### config.mk
export PLATFORM = sky130hd
export DESIGN_NAME = bdot_detumble_controller_flat
export DESIGN_NICKNAME = d
export VERILOG_FILES = /design/src/design/bdot_pkg.sv /design/src/design/bdot_ifs.sv /design/src/design/bdot_detumble_controller.sv /design/src/flat_wrapper.sv
export SDC_FILE = /design/constraint.sdc
export NUM_CORES = 2
export LEC_CHECK = 0
export BUFFER_PORTS_ARGS = -buffer_cell sky130_fd_sc_hd__buf_2
export CAP_MARGIN = 20
export CORE_UTILIZATION = 52
export DETAILED_ROUTE_END_ITERATION = 8
export PLACE_DENSITY = 0.68
export SYNTH_ARGS = -nofsm -noshare
export SYNTH_HDL_FRONTEND = slang
export SYNTH_SLANG_ARGS = --single-unit
### constraint.sdc
create_clock -name clk_i -period 11.8 [get_ports clk_i]
set_input_delay 0.59 -clock clk_i [delete_from_list [all_inputs] [get_ports clk_i]]
set_output_delay 0.59 -clock clk_i [all_outputs]
set_load 0.01 [all_outputs]
### src/design/bdot_pkg.sv
// shared types and constants for the b-dot detumbling controller
// no dependencies; compiled before every other file of the block
package bdot_pkg;

  localparam int AXES            = 3;
  localparam int FIELD_WIDTH_DEF = 20;

  localparam int DT_W       = 20;
  localparam int GAIN_W     = 32;
  localparam int WEIGHT_W   = 17;
  localparam int LIMIT_W    = 15;
  localparam int DIP_W      = 16;
  localparam int CFG_IDX_W  = 3;
  localparam int CFG_DATA_W = 32;

  localparam int RATE_W    = 32;
  localparam int MAG_W     = 48;
  localparam int CAP_SHIFT = 24;

  localparam int MUL_A_W  = 66;
  localparam int MUL_B_W  = 33;
  localparam int DIV_N_W  = 64;
  localparam int DIV_D_W  = 32;
  localparam int SQ_N_W   = 52;
  localparam int SQ_R_W   = SQ_N_W / 2;
  localparam int SQ_REM_W = SQ_R_W + 4;

  localparam logic [RATE_W-1:0]   RATE_MAX   = 32'h7FFF_FFFF;
  localparam logic [WEIGHT_W-1:0] WEIGHT_ONE = 17'h1_0000;
  localparam logic [DT_W-1:0]     US_PER_S   = 20'd1000000;
  localparam logic [DIP_W-2:0]    DIP_MAX    = 15'h7FFF;

  typedef enum logic [CFG_IDX_W-1:0] {
    CFG_GAIN   = 3'd0,
    CFG_WEIGHT = 3'd1,
    CFG_LIMIT  = 3'd2,
    CFG_MIN_DT = 3'd3,
    CFG_MAX_DT = 3'd4
  } cfg_idx_e;

  typedef enum logic {
    CMD_SAMPLE = 1'b0,
    CMD_CLEAR  = 1'b1
  } cmd_e;

  typedef enum logic [3:0] {
    ST_IDLE,
    ST_CHECK,
    ST_DIFF,
    ST_MUL_US,
    ST_DIV_RATE,
    ST_MUL_NEW,
    ST_MUL_OLD,
    ST_MUL_GAIN,
    ST_NORM,
    ST_SQ,
    ST_LIM_SQ,
    ST_SQRT,
    ST_SCL_MUL,
    ST_SCL_DIV,
    ST_OUT
  } state_e;

endpackage

### src/design/bdot_ifs.sv
// valid/ready channels of the b-dot controller: sample words in, dipole words out
// depends on bdot_pkg
interface bdot_smp_if #(
  parameter int FIELD_WIDTH = bdot_pkg::FIELD_WIDTH_DEF
);
  logic                          valid;
  logic                          ready;
  logic                          cmd;
  logic signed [FIELD_WIDTH-1:0] field_x;
  logic signed [FIELD_WIDTH-1:0] field_y;
  logic signed [FIELD_WIDTH-1:0] field_z;
  logic [bdot_pkg::DT_W-1:0]     interval_us;

  modport source (output valid, cmd, field_x, field_y, field_z, interval_us, input ready);
  modport sink   (input valid, cmd, field_x, field_y, field_z, interval_us, output ready);
endinterface

interface bdot_dip_if;
  logic                             valid;
  logic                             ready;
  logic signed [bdot_pkg::DIP_W-1:0] dipole_x;
  logic signed [bdot_pkg::DIP_W-1:0] dipole_y;
  logic signed [bdot_pkg::DIP_W-1:0] dipole_z;
  logic                             limited;
  logic                             status;

  modport source (output valid, dipole_x, dipole_y, dipole_z, limited, status, input ready);
  modport sink   (input valid, dipole_x, dipole_y, dipole_z, limited, status, output ready);
endinterface

### src/design/bdot_detumble_controller.sv
// channel   dir  width                       contents
// smp_i     in   1 + 3*FIELD_WIDTH + 20      cmd, field x/y/z, interval_us
// dip_o     out  3*16 + 2                    dipole x/y/z, limited, status
// cfg       in   1 + 3 + 32                  write enable, register index, data
//
// clear, invalid and first samples skip the arithmetic and go from the check state to the output state.
// a full sample runs per axis a bit-serial multiply, a 64-step restoring divide and
// three more multiplies, then squares; over the limit, a 26-step square root and
// per-axis rescaling follow; multiplies and divides share one multiplier and divider.
// the multiplier stops once its operand runs out of set bits. one sample is in work
// at a time; a new one is taken while the last word waits in the output register.
// reset is asynchronous, sets configuration to its defaults and clears history and the output valid.
// depends on bdot_pkg and bdot_ifs
module bdot_detumble_controller #(
  parameter int FIELD_WIDTH = bdot_pkg::FIELD_WIDTH_DEF
) (
  input  logic                            clk_i,
  input  logic                            rst_ni,
  input  logic                            cfg_we_i,
  input  logic [bdot_pkg::CFG_IDX_W-1:0]  cfg_idx_i,
  input  logic [bdot_pkg::CFG_DATA_W-1:0] cfg_data_i,
  bdot_smp_if.sink                        smp_i,
  bdot_dip_if.source                      dip_o
);
  import bdot_pkg::*;

  localparam int AW         = (AXES > 1) ? $clog2(AXES) : 1;
  localparam int DIV_CNT_W  = $clog2(DIV_N_W + 1);
  localparam int SQ_CNT_W   = $clog2(SQ_R_W + 1);
  localparam logic [AW-1:0] AX_LAST = AW'(AXES - 1);
  localparam logic signed [MUL_A_W-1:0] RATE_HI = MUL_A_W'(RATE_MAX);
  localparam logic signed [MUL_A_W-1:0] RATE_LO = -RATE_HI;
  localparam logic signed [MUL_A_W-1:0] HALF_LSB = MUL_A_W'(32768);

  state_e state_q, state_d;

  // configuration
  logic [GAIN_W-1:0]   gain_q;
  logic [WEIGHT_W-1:0] weight_q;
  logic [LIMIT_W-1:0]  limit_q;
  logic [DT_W-1:0]     min_dt_q;
  logic [DT_W-1:0]     max_dt_q;

  // captured word and history
  logic                          cmd_q;
  logic signed [FIELD_WIDTH-1:0] fld_q  [AXES];
  logic [DT_W-1:0]               dt_q;
  logic signed [FIELD_WIDTH-1:0] prev_q [AXES];
  logic signed [RATE_W-1:0]      filt_q [AXES];
  logic                          have_q;

  // per sample working state
  logic [MAG_W-1:0]       mag_q [AXES];
  logic                   neg_q [AXES];
  logic [MAG_W-1:0]       maxmag_q;
  logic                   shifted_q;
  logic                   limited_q;
  logic                   status_q;
  logic                   zero_q;
  logic                   sign_q;
  logic [AW-1:0]          ax_q;
  logic [SQ_N_W-1:0]      n2_q;
  logic signed [MUL_A_W-1:0] acc_q;

  // shift-add multiplier
  logic signed [MUL_A_W-1:0] mul_a_q, mul_p_q, mul_a_in;
  logic [MUL_B_W-1:0]        mul_b_q, mul_b_in;
  logic                      mul_start, mul_done;

  // restoring divider
  logic [DIV_N_W-1:0]   div_n_q, div_n_in;
  logic [DIV_D_W-1:0]   div_d_q, div_d_in;
  logic [DIV_D_W-1:0]   div_r_q;
  logic [DIV_CNT_W-1:0] div_cnt_q;
  logic                 div_start, div_done;
  logic [DIV_D_W:0]     div_r2, div_sub;

  // square root, two bits a step
  logic [SQ_N_W-1:0]   sq_x_q;
  logic [SQ_REM_W-1:0] sq_rem_q, sq_rem2, sq_trial;
  logic [SQ_R_W-1:0]   sq_root_q;
  logic [SQ_CNT_W-1:0] sq_cnt_q;
  logic                sq_start, sq_done;
  logic [SQ_R_W:0]     root_ceil;

  // output register
  logic                    dip_valid_q;
  logic signed [DIP_W-1:0] dip_q [AXES];
  logic                    dlim_q, dstat_q;
  logic                    out_load;

  // datapath helpers
  logic                      smp_acc, invalid;
  logic [WEIGHT_W-1:0]       w_eff;
  logic [AW-1:0]             ax_nxt;
  logic signed [FIELD_WIDTH:0] diff;
  logic [FIELD_WIDTH:0]      dm;
  logic [RATE_W-1:0]         rm;
  logic signed [RATE_W-1:0]  raw;
  logic signed [MUL_A_W-1:0] sum, sum_sh;
  logic signed [RATE_W-1:0]  filt_new;
  logic [RATE_W-1:0]         fm;
  logic [MUL_A_W-1:0]        prod_rnd;
  logic [MAG_W-1:0]          prod_mag;
  logic                      over_cap;

  assign smp_acc  = smp_i.valid && smp_i.ready;
  assign invalid  = (dt_q == '0) || (dt_q < min_dt_q) || (dt_q > max_dt_q) || (limit_q == '0);
  assign w_eff    = (weight_q > WEIGHT_ONE) ? WEIGHT_ONE : weight_q;
  assign ax_nxt   = (ax_q == AX_LAST) ? '0 : ax_q + AW'(1);
  assign diff     = {fld_q[ax_q][FIELD_WIDTH-1], fld_q[ax_q]}
                  - {prev_q[ax_q][FIELD_WIDTH-1], prev_q[ax_q]};
  assign dm       = diff[FIELD_WIDTH] ? (FIELD_WIDTH+1)'(0) - diff : diff;
  assign rm       = (div_n_q > DIV_N_W'(RATE_MAX)) ? RATE_MAX : div_n_q[RATE_W-1:0];
  assign raw      = sign_q ? -$signed(rm) : $signed(rm);
  assign sum      = acc_q + mul_p_q + HALF_LSB;
  assign sum_sh   = sum >>> 16;
  assign filt_new = (sum_sh > RATE_HI) ? RATE_W'(RATE_HI)
                  : (sum_sh < RATE_LO) ? RATE_W'(RATE_LO) : sum_sh[RATE_W-1:0];
  assign fm       = filt_new[RATE_W-1] ? RATE_W'(0) - filt_new : filt_new;
  assign prod_rnd = (mul_p_q + HALF_LSB) >> 16;
  assign prod_mag = prod_rnd[MAG_W-1:0];
  assign over_cap = (maxmag_q[MAG_W-1:CAP_SHIFT] != '0);
  assign root_ceil = {1'b0, sq_root_q} + (SQ_R_W + 1)'(sq_rem_q != '0);

  assign mul_done = (mul_b_q == '0);
  assign div_done = (div_cnt_q == '0);
  assign sq_done  = (sq_cnt_q == '0);

  // configuration writes
  always_ff @(posedge clk_i or negedge rst_ni) begin
    if (!rst_ni) begin
      gain_q   <= '0;
      weight_q <= '0;
      limit_q  <= '0;
      min_dt_q <= DT_W'(1);
      max_dt_q <= '1;
    end else if (cfg_we_i) begin
      unique case (cfg_idx_e'(cfg_idx_i))
        CFG_GAIN:   gain_q   <= cfg_data_i[GAIN_W-1:0];
        CFG_WEIGHT: weight_q <= cfg_data_i[WEIGHT_W-1:0];
        CFG_LIMIT:  limit_q  <= cfg_data_i[LIMIT_W-1:0];
        CFG_MIN_DT: min_dt_q <= cfg_data_i[DT_W-1:0];
        CFG_MAX_DT: max_dt_q <= cfg_data_i[DT_W-1:0];
        default: ;
      endcase
    end
  end

  always_ff @(posedge clk_i or negedge rst_ni) begin
    if (!rst_ni) begin
      state_q <= ST_IDLE;
    end else begin
      state_q <= state_d;
    end
  end

  always_comb begin
    state_d   = state_q;
    mul_start = 1'b0;
    mul_a_in  = '0;
    mul_b_in  = '0;
    div_start = 1'b0;
    div_n_in  = '0;
    div_d_in  = '0;
    sq_start  = 1'b0;
    out_load  = 1'b0;
    smp_i.ready = 1'b0;
    unique case (state_q)
      ST_IDLE: begin
        smp_i.ready = 1'b1;
        if (smp_i.valid) begin
          state_d = ST_CHECK;
        end
      end
      ST_CHECK: begin
        if (cmd_q == CMD_CLEAR || invalid || !have_q) begin
          state_d = ST_OUT;
        end else begin
          state_d = ST_DIFF;
        end
      end
      ST_DIFF: begin
        mul_start = 1'b1;
        mul_a_in  = MUL_A_W'(dm);
        mul_b_in  = MUL_B_W'(US_PER_S);
        state_d   = ST_MUL_US;
      end
      ST_MUL_US: begin
        if (mul_done) begin
          div_start = 1'b1;
          div_n_in  = mul_p_q[DIV_N_W-1:0];
          div_d_in  = DIV_D_W'(dt_q);
          state_d   = ST_DIV_RATE;
        end
      end
      ST_DIV_RATE: begin
        if (div_done) begin
          mul_start = 1'b1;
          mul_a_in  = MUL_A_W'(raw);
          mul_b_in  = MUL_B_W'(w_eff);
          state_d   = ST_MUL_NEW;
        end
      end
      ST_MUL_NEW: begin
        if (mul_done) begin
          mul_start = 1'b1;
          mul_a_in  = MUL_A_W'(filt_q[ax_q]);
          mul_b_in  = MUL_B_W'(WEIGHT_ONE - w_eff);
          state_d   = ST_MUL_OLD;
        end
      end
      ST_MUL_OLD: begin
        if (mul_done) begin
          mul_start = 1'b1;
          mul_a_in  = MUL_A_W'(fm);
          mul_b_in  = MUL_B_W'(gain_q);
          state_d   = ST_MUL_GAIN;
        end
      end
      ST_MUL_GAIN: begin
        if (mul_done) begin
          state_d = (ax_q == AX_LAST) ? ST_NORM : ST_DIFF;
        end
      end
      ST_NORM: begin
        if (!over_cap) begin
          mul_start = 1'b1;
          mul_a_in  = MUL_A_W'(mag_q[ax_q]);
          mul_b_in  = MUL_B_W'(mag_q[ax_q]);
          state_d   = ST_SQ;
        end
      end
      ST_SQ: begin
        if (mul_done) begin
          mul_start = 1'b1;
          if (ax_q == AX_LAST) begin
            mul_a_in = MUL_A_W'(limit_q);
            mul_b_in = MUL_B_W'(limit_q);
            state_d  = ST_LIM_SQ;
          end else begin
            mul_a_in = MUL_A_W'(mag_q[ax_nxt]);
            mul_b_in = MUL_B_W'(mag_q[ax_nxt]);
          end
        end
      end
      ST_LIM_SQ: begin
        if (mul_done) begin
          if (shifted_q || (MUL_A_W'(n2_q) > mul_p_q)) begin
            sq_start = 1'b1;
            state_d  = ST_SQRT;
          end else begin
            state_d = ST_OUT;
          end
        end
      end
      ST_SQRT: begin
        if (sq_done) begin
          mul_start = 1'b1;
          mul_a_in  = MUL_A_W'(mag_q[ax_q]);
          mul_b_in  = MUL_B_W'(limit_q);
          state_d   = ST_SCL_MUL;
        end
      end
      ST_SCL_MUL: begin
        if (mul_done) begin
          div_start = 1'b1;
          div_n_in  = mul_p_q[DIV_N_W-1:0];
          div_d_in  = DIV_D_W'(root_ceil);
          state_d   = ST_SCL_DIV;
        end
      end
      ST_SCL_DIV: begin
        if (div_done) begin
          if (ax_q == AX_LAST) begin
            state_d = ST_OUT;
          end else begin
            mul_start = 1'b1;
            mul_a_in  = MUL_A_W'(mag_q[ax_nxt]);
            mul_b_in  = MUL_B_W'(limit_q);
            state_d   = ST_SCL_MUL;
          end
        end
      end
      ST_OUT: begin
        if (!dip_valid_q || dip_o.ready) begin
          out_load = 1'b1;
          state_d  = ST_IDLE;
        end
      end
      default: state_d = ST_IDLE;
    endcase
  end

  // history, cleared by reset and by a clear word
  always_ff @(posedge clk_i or negedge rst_ni) begin
    if (!rst_ni) begin
      have_q <= 1'b0;
      for (int a = 0; a < AXES; a++) begin
        prev_q[a] <= '0;
        filt_q[a] <= '0;
      end
    end else if (state_q == ST_CHECK) begin
      if (cmd_q == CMD_CLEAR) begin
        have_q <= 1'b0;
        for (int a = 0; a < AXES; a++) begin
          prev_q[a] <= '0;
          filt_q[a] <= '0;
        end
      end else if (!invalid && !have_q) begin
        have_q <= 1'b1;
        for (int a = 0; a < AXES; a++) begin
          prev_q[a] <= fld_q[a];
        end
      end
    end else if (state_q == ST_MUL_OLD && mul_done) begin
      filt_q[ax_q] <= filt_new;
      prev_q[ax_q] <= fld_q[ax_q];
    end
  end

  // per sample datapath
  always_ff @(posedge clk_i) begin
    case (state_q)
      ST_IDLE: begin
        if (smp_acc) begin
          cmd_q    <= smp_i.cmd;
          fld_q[0] <= smp_i.field_x;
          fld_q[1] <= smp_i.field_y;
          fld_q[2] <= smp_i.field_z;
          dt_q     <= smp_i.interval_us;
        end
      end
      ST_CHECK: begin
        status_q  <= (cmd_q == CMD_SAMPLE) && invalid;
        zero_q    <= (cmd_q == CMD_CLEAR) || invalid || !have_q;
        limited_q <= 1'b0;
        shifted_q <= 1'b0;
        maxmag_q  <= '0;
        n2_q      <= '0;
        ax_q      <= '0;
      end
      ST_DIFF: sign_q <= diff[FIELD_WIDTH];
      ST_MUL_NEW: begin
        if (mul_done) begin
          acc_q <= mul_p_q;
        end
      end
      ST_MUL_OLD: begin
        if (mul_done) begin
          neg_q[ax_q] <= !filt_new[RATE_W-1] && (filt_new != '0);
        end
      end
      ST_MUL_GAIN: begin
        if (mul_done) begin
          mag_q[ax_q] <= prod_mag;
          if (prod_mag > maxmag_q) begin
            maxmag_q <= prod_mag;
          end
          ax_q <= ax_nxt;
        end
      end
      ST_NORM: begin
        if (over_cap) begin
          maxmag_q  <= maxmag_q >> 1;
          shifted_q <= 1'b1;
          for (int a = 0; a < AXES; a++) begin
            mag_q[a] <= mag_q[a] >> 1;
          end
        end
      end
      ST_SQ: begin
        if (mul_done) begin
          n2_q <= n2_q + mul_p_q[SQ_N_W-1:0];
          ax_q <= ax_nxt;
        end
      end
      ST_LIM_SQ: begin
        if (mul_done) begin
          limited_q <= shifted_q || (MUL_A_W'(n2_q) > mul_p_q);
        end
      end
      ST_SCL_DIV: begin
        if (div_done) begin
          mag_q[ax_q] <= (root_ceil == '0) ? '0 : div_n_q[MAG_W-1:0];
          ax_q        <= ax_nxt;
        end
      end
      default: ;
    endcase
  end

  // shift-add multiplier, one multiplier bit a cycle
  always_ff @(posedge clk_i or negedge rst_ni) begin
    if (!rst_ni) begin
      mul_b_q <= '0;
    end else if (mul_start) begin
      mul_b_q <= mul_b_in;
    end else if (!mul_done) begin
      mul_b_q <= mul_b_q >> 1;
    end
  end

  always_ff @(posedge clk_i) begin
    if (mul_start) begin
      mul_a_q <= mul_a_in;
      mul_p_q <= '0;
    end else if (!mul_done) begin
      mul_a_q <= mul_a_q <<< 1;
      if (mul_b_q[0]) begin
        mul_p_q <= mul_p_q + mul_a_q;
      end
    end
  end

  // restoring divider, one quotient bit a cycle
  assign div_r2  = {div_r_q, div_n_q[DIV_N_W-1]};
  assign div_sub = div_r2 - {1'b0, div_d_q};

  always_ff @(posedge clk_i or negedge rst_ni) begin
    if (!rst_ni) begin
      div_cnt_q <= '0;
    end else if (div_start) begin
      div_cnt_q <= DIV_CNT_W'(DIV_N_W);
    end else if (!div_done) begin
      div_cnt_q <= div_cnt_q - DIV_CNT_W'(1);
    end
  end

  always_ff @(posedge clk_i) begin
    if (div_start) begin
      div_n_q <= div_n_in;
      div_d_q <= div_d_in;
      div_r_q <= '0;
    end else if (!div_done) begin
      if (!div_sub[DIV_D_W]) begin
        div_r_q <= div_sub[DIV_D_W-1:0];
        div_n_q <= {div_n_q[DIV_N_W-2:0], 1'b1};
      end else begin
        div_r_q <= div_r2[DIV_D_W-1:0];
        div_n_q <= {div_n_q[DIV_N_W-2:0], 1'b0};
      end
    end
  end

  // digit-by-digit square root
  assign sq_rem2  = {sq_rem_q[SQ_REM_W-3:0], sq_x_q[SQ_N_W-1 -: 2]};
  assign sq_trial = SQ_REM_W'({sq_root_q, 2'b01});

  always_ff @(posedge clk_i or negedge rst_ni) begin
    if (!rst_ni) begin
      sq_cnt_q <= '0;
    end else if (sq_start) begin
      sq_cnt_q <= SQ_CNT_W'(SQ_R_W);
    end else if (!sq_done) begin
      sq_cnt_q <= sq_cnt_q - SQ_CNT_W'(1);
    end
  end

  always_ff @(posedge clk_i) begin
    if (sq_start) begin
      sq_x_q    <= n2_q;
      sq_rem_q  <= '0;
      sq_root_q <= '0;
    end else if (!sq_done) begin
      sq_x_q <= sq_x_q << 2;
      if (sq_rem2 >= sq_trial) begin
        sq_rem_q  <= sq_rem2 - sq_trial;
        sq_root_q <= {sq_root_q[SQ_R_W-2:0], 1'b1};
      end else begin
        sq_rem_q  <= sq_rem2;
        sq_root_q <= {sq_root_q[SQ_R_W-2:0], 1'b0};
      end
    end
  end

  // output register
  always_ff @(posedge clk_i or negedge rst_ni) begin
    if (!rst_ni) begin
      dip_valid_q <= 1'b0;
    end else if (out_load) begin
      dip_valid_q <= 1'b1;
    end else if (dip_o.ready) begin
      dip_valid_q <= 1'b0;
    end
  end

  always_ff @(posedge clk_i) begin
    if (out_load) begin
      dlim_q  <= limited_q;
      dstat_q <= status_q;
      for (int a = 0; a < AXES; a++) begin
        if (zero_q) begin
          dip_q[a] <= '0;
        end else if (mag_q[a] > MAG_W'(DIP_MAX)) begin
          dip_q[a] <= neg_q[a] ? -$signed({1'b0, DIP_MAX}) : $signed({1'b0, DIP_MAX});
        end else begin
          dip_q[a] <= neg_q[a] ? -$signed({1'b0, mag_q[a][DIP_W-2:0]})
                               : $signed({1'b0, mag_q[a][DIP_W-2:0]});
        end
      end
    end
  end

  assign dip_o.valid    = dip_valid_q;
  assign dip_o.dipole_x = dip_q[0];
  assign dip_o.dipole_y = dip_q[1];
  assign dip_o.dipole_z = dip_q[2];
  assign dip_o.limited  = dlim_q;
  assign dip_o.status   = dstat_q;

endmodule

### src/flat_wrapper.sv
// flat-port wrapper written by rule: the top's interface ports become plain ports
module bdot_detumble_controller_flat import bdot_pkg::*;
#(
  parameter int FIELD_WIDTH = bdot_pkg::FIELD_WIDTH_DEF
)
  (clk_i, rst_ni, cfg_we_i, cfg_idx_i, cfg_data_i, smp_i_valid, smp_i_cmd, smp_i_field_x, smp_i_field_y, smp_i_field_z, smp_i_interval_us, smp_i_ready, dip_o_valid, dip_o_dipole_x, dip_o_dipole_y, dip_o_dipole_z, dip_o_limited, dip_o_status, dip_o_ready);
  bdot_smp_if #(.FIELD_WIDTH(FIELD_WIDTH)) smp_i_i ();
  bdot_dip_if dip_o_i ();
  input  logic clk_i;
  input  logic rst_ni;
  input  logic cfg_we_i;
  input  logic [bdot_pkg::CFG_IDX_W-1:0] cfg_idx_i;
  input  logic [bdot_pkg::CFG_DATA_W-1:0] cfg_data_i;
  input wire logic [$bits(smp_i_i.valid)-1:0] smp_i_valid;
  input wire logic [$bits(smp_i_i.cmd)-1:0] smp_i_cmd;
  input wire logic [$bits(smp_i_i.field_x)-1:0] smp_i_field_x;
  input wire logic [$bits(smp_i_i.field_y)-1:0] smp_i_field_y;
  input wire logic [$bits(smp_i_i.field_z)-1:0] smp_i_field_z;
  input wire logic [$bits(smp_i_i.interval_us)-1:0] smp_i_interval_us;
  output wire logic [$bits(smp_i_i.ready)-1:0] smp_i_ready;
  output wire logic [$bits(dip_o_i.valid)-1:0] dip_o_valid;
  output wire logic [$bits(dip_o_i.dipole_x)-1:0] dip_o_dipole_x;
  output wire logic [$bits(dip_o_i.dipole_y)-1:0] dip_o_dipole_y;
  output wire logic [$bits(dip_o_i.dipole_z)-1:0] dip_o_dipole_z;
  output wire logic [$bits(dip_o_i.limited)-1:0] dip_o_limited;
  output wire logic [$bits(dip_o_i.status)-1:0] dip_o_status;
  input wire logic [$bits(dip_o_i.ready)-1:0] dip_o_ready;
  assign smp_i_i.valid = smp_i_valid;
  assign smp_i_i.cmd = smp_i_cmd;
  assign smp_i_i.field_x = smp_i_field_x;
  assign smp_i_i.field_y = smp_i_field_y;
  assign smp_i_i.field_z = smp_i_field_z;
  assign smp_i_i.interval_us = smp_i_interval_us;
  assign smp_i_ready = smp_i_i.ready;
  assign dip_o_valid = dip_o_i.valid;
  assign dip_o_dipole_x = dip_o_i.dipole_x;
  assign dip_o_dipole_y = dip_o_i.dipole_y;
  assign dip_o_dipole_z = dip_o_i.dipole_z;
  assign dip_o_limited = dip_o_i.limited;
  assign dip_o_status = dip_o_i.status;
  assign dip_o_i.ready = dip_o_ready;
  bdot_detumble_controller #(.FIELD_WIDTH(FIELD_WIDTH)) u_core (.clk_i(clk_i), .rst_ni(rst_ni), .cfg_we_i(cfg_we_i), .cfg_idx_i(cfg_idx_i), .cfg_data_i(cfg_data_i), .smp_i(smp_i_i), .dip_o(dip_o_i));
endmodule
==> metrics.yaml <==
wirelength_um: 251000
tns_ns: 0
grt_pass1_wl_um: 377000
die_h_um: 380
syn-num-nets: 8485
clock_skew_ns: 0.0367
cts_buffers: 137
synth_top_cell_by_area: "edfxtp_1"
io_buffers: 172
ys_types: 102
ys_ff_latch: 1175
fin_nets: 8550
area_delta_synth_final_pct: 11.0
finalHoldViolations: 0
num_rows: 138
die_w_um: 380
cp_data_required_time_ns: 12.31
powerDensity_nw_per_um2: 111
final_antenna_net_count: 0
worst_slew_pin_slew_ns: 1.24
cp_slowest_cell: "nor4b_1"
cp_top_family: "simple AND/OR/NAND/NOR gates"
synthArstFlopShare: 0.265
hold_depth: 2
coreArea_um2: 142000
hpwl_um: 184000
rsz0062_at_grt: "no"
synthTopCellsByCount: "nand2_1 (841), o21ai_0 (751), edfxtp_1 (705)"
max_stage_delay_ns: 0.83
startpoint_type: "register"
yosysTopAreaCellShare: 0.285
met2_usage: 0.515
vdd_drop_max_v: 0.000133
nFillCells: 12300
clock_latency_ns: 0.79
use_met3: 0.0761
report.final.slew_viol_count: 0
clock.fmax_ghz: 0.115
slew-limit-headroom: 0.170
cts_tree: "built"
drt_iter0_markers: 8047
grt_pass1_vias: 60500
antenna_found_initial: 13
cellLeakagePower_uw: 0.0340
yosysWarnings: 0
place.gp.congestion: 0.986
cp-end-kind: "register"
synth_area_um2: 74300
synthCells: 7891
worst_hold_path_type: "in2reg"
firstDrtPassIters: 9
grt_max_degree: 98
setup_viol: 0
cts_num_sinks: 1175
postCtsSetupBuffers: 0
postLayoutCoreUtil: 0.583
cts_max_level: 4
wl_per_cell_um: 25.2
synth_edf_count: 705
critical_path_depth: 23
grtUsageMet1: 0.477
period_share: 0.737
ios: 173
track_usage: 0.340
cts_resized: 0
outcome: "completed"
vias: 64200
avgSynthCellArea_um2: 9.42
reg2reg_depth: 23
clock-root-buffer: "clkbuf_16"
critical_path.cell_chain: "ha_1 > ha_1 > nand4_1 > nor3_1 > o311ai_0 > a21oi_1 > nor2_1 > o21ba_2 > xnor2_1 > nor4_1 > or4b_1 > nor4b_4 > or4_1 > nand2_4 > a21oi_1 > ha_1 > inv_1 > nor4b_1 > nand2_1 > nor4_1 > nand3_1 > a21oi_1 > o21ai_1"
overflow: 0
crit_type: "reg2reg"
crit_arrival_ns: 9.20
drc: 0
seq_area_frac_synth: 0.433
p_total_uw: 9170
crit_buf_inv: 1
vias_per_cell: 6.44
synth_ff_type: "edfxtp_1"
drive_gt1_frac: 0.110
ys_top_cells_by_area: "edfxtp_1 (28%), dfrtp_1 (9.8%), ha_1 (7.9%)"
min_period_ns: 8.69
clockBufferDepth: 3
dieArea_um2: 144000
start_util: 0.525
crit_path_max_fanout: 30
grt.busiest_layer: "met2"
postCtsHoldBufs: 83
synth_most_common_cell: "nand2_1"
cap_violations: 0
cts.clk_slew.worst_paths_ns: 0.06
## report_power, final
| group | switching [uW] | total (uW) | leakage, uW | internal [uW] |
|---|---|---|---|---|
| sequential | 69.1 | 4480 | 0.0112 | 4410 |
| clock | 1810 | 4420 | 0.00229 | 2610 |
| combinational | 133 | 268 | 0.0206 | 135 |
| total | 2010 | 9170 | 0.0340 | 7160 |
## metrics by stage
| step | cells | area [um^2] | hold WS, ns | setup slack (ns) |
|---|---|---|---|---|
| global route | 9959 | 82500 | 0.0211 | 2.54 |
| CTS | 9953 | 82400 | 0.000395 | 3.35 |
| floorplan | 7891 | 74300 | 0.294 | 3.56 |
| global placement | 9619 | 76900 | 0.414 | 3.42 |
| detailed placement | 9620 | 76900 | 0.419 | 3.36 |
| finish | 9968 | 82500 | 0.0408 | 3.11 |
## layout by cell type, fill, tap and decap left out, types with 91 or more instances in the layout
cell type / n
nand4_1: 91
a21oi_1: 555
dfxtp_1: 157
dfrtp_1: 289
xnor2_1: 224
a211oi_1: 93
a21o_1: 123
o21ai_0: 751
nand2_1: 828
nor2_1: 616
xor2_1: 108
mux2i_1: 174
mux2_2: 198
inv_1: 440
nand3_1: 198
ha_1: 469
nor3_1: 137
clkbuf_16: 144
buf_4: 98
edfxtp_1: 705
buf_2: 172
## state kept, by name (all words and copies together), names as in the netlist, 48 cells and up, named ones only
register	cells
u_core.prev_q	60
u_core.mul_a_q	66
u_core.fld_q	60
u_core.mul_p_q	66
u_core.acc_q	66
u_core.dip_q	48
u_core.n2_q	52
u_core.maxmag_q	48
u_core.filt_q	96
u_core.sq_x_q	52
u_core.div_n_q	64
u_core.mag_q	192
## layout make-up
type | instances | area, um^2 | share of cell area
sequential | 1175 | 32200 | 0.390
clock buffer | 188 | 3940 | 0.0478
clock inverter | 62 | 719 | 0.00872
timing repair buffer | 358 | 2490 | 0.0302
tap | 1890 | 2360 | 0.0287
multi-input combinational | 5841 | 39100 | 0.474
antenna | 11 | 27.5 | 0.000334
inverter | 443 | 1670 | 0.0202
## final timing paths
| check | slack (ns) | from | endpoint |
|---|---|---|---|
| max | 3.11 | u_core.mul_p_q[22] | u_core.mul_a_q[26] |
| min | 0.04 | cfg_data_i[20] | u_core.gain_q[20] |
| max reg2reg | 3.11 | u_core.mul_p_q[22] | u_core.mul_a_q[26] |
| min reg2reg | 0.43 | u_core.status_q | u_core.dip_o.status |
| max in group asynchronous | 9.77 | rst_ni | u_core.prev_q[2] |
| min in group asynchronous | 0.43 | rst_ni | u_core.min_dt_q[9] |
## layer usage
layer,vias to the layer above,share of wire
met5,-,0.00027
met4,10,0.037
met3,562,0.10
met2,3309,0.44
met1,31200,0.42
li1,29100,-
## cell families after synthesis
group           Yosys count  share of synthesized area
compound gates         2189                      0.183
simple gates           2426                      0.153
buf+inv                 875                     0.0445
flops                  1175                      0.433
fa+ha+maj               473                     0.0801
xor+xnor                333                     0.0393
mux                     420                     0.0680
(Power assumes the default switching activity.)
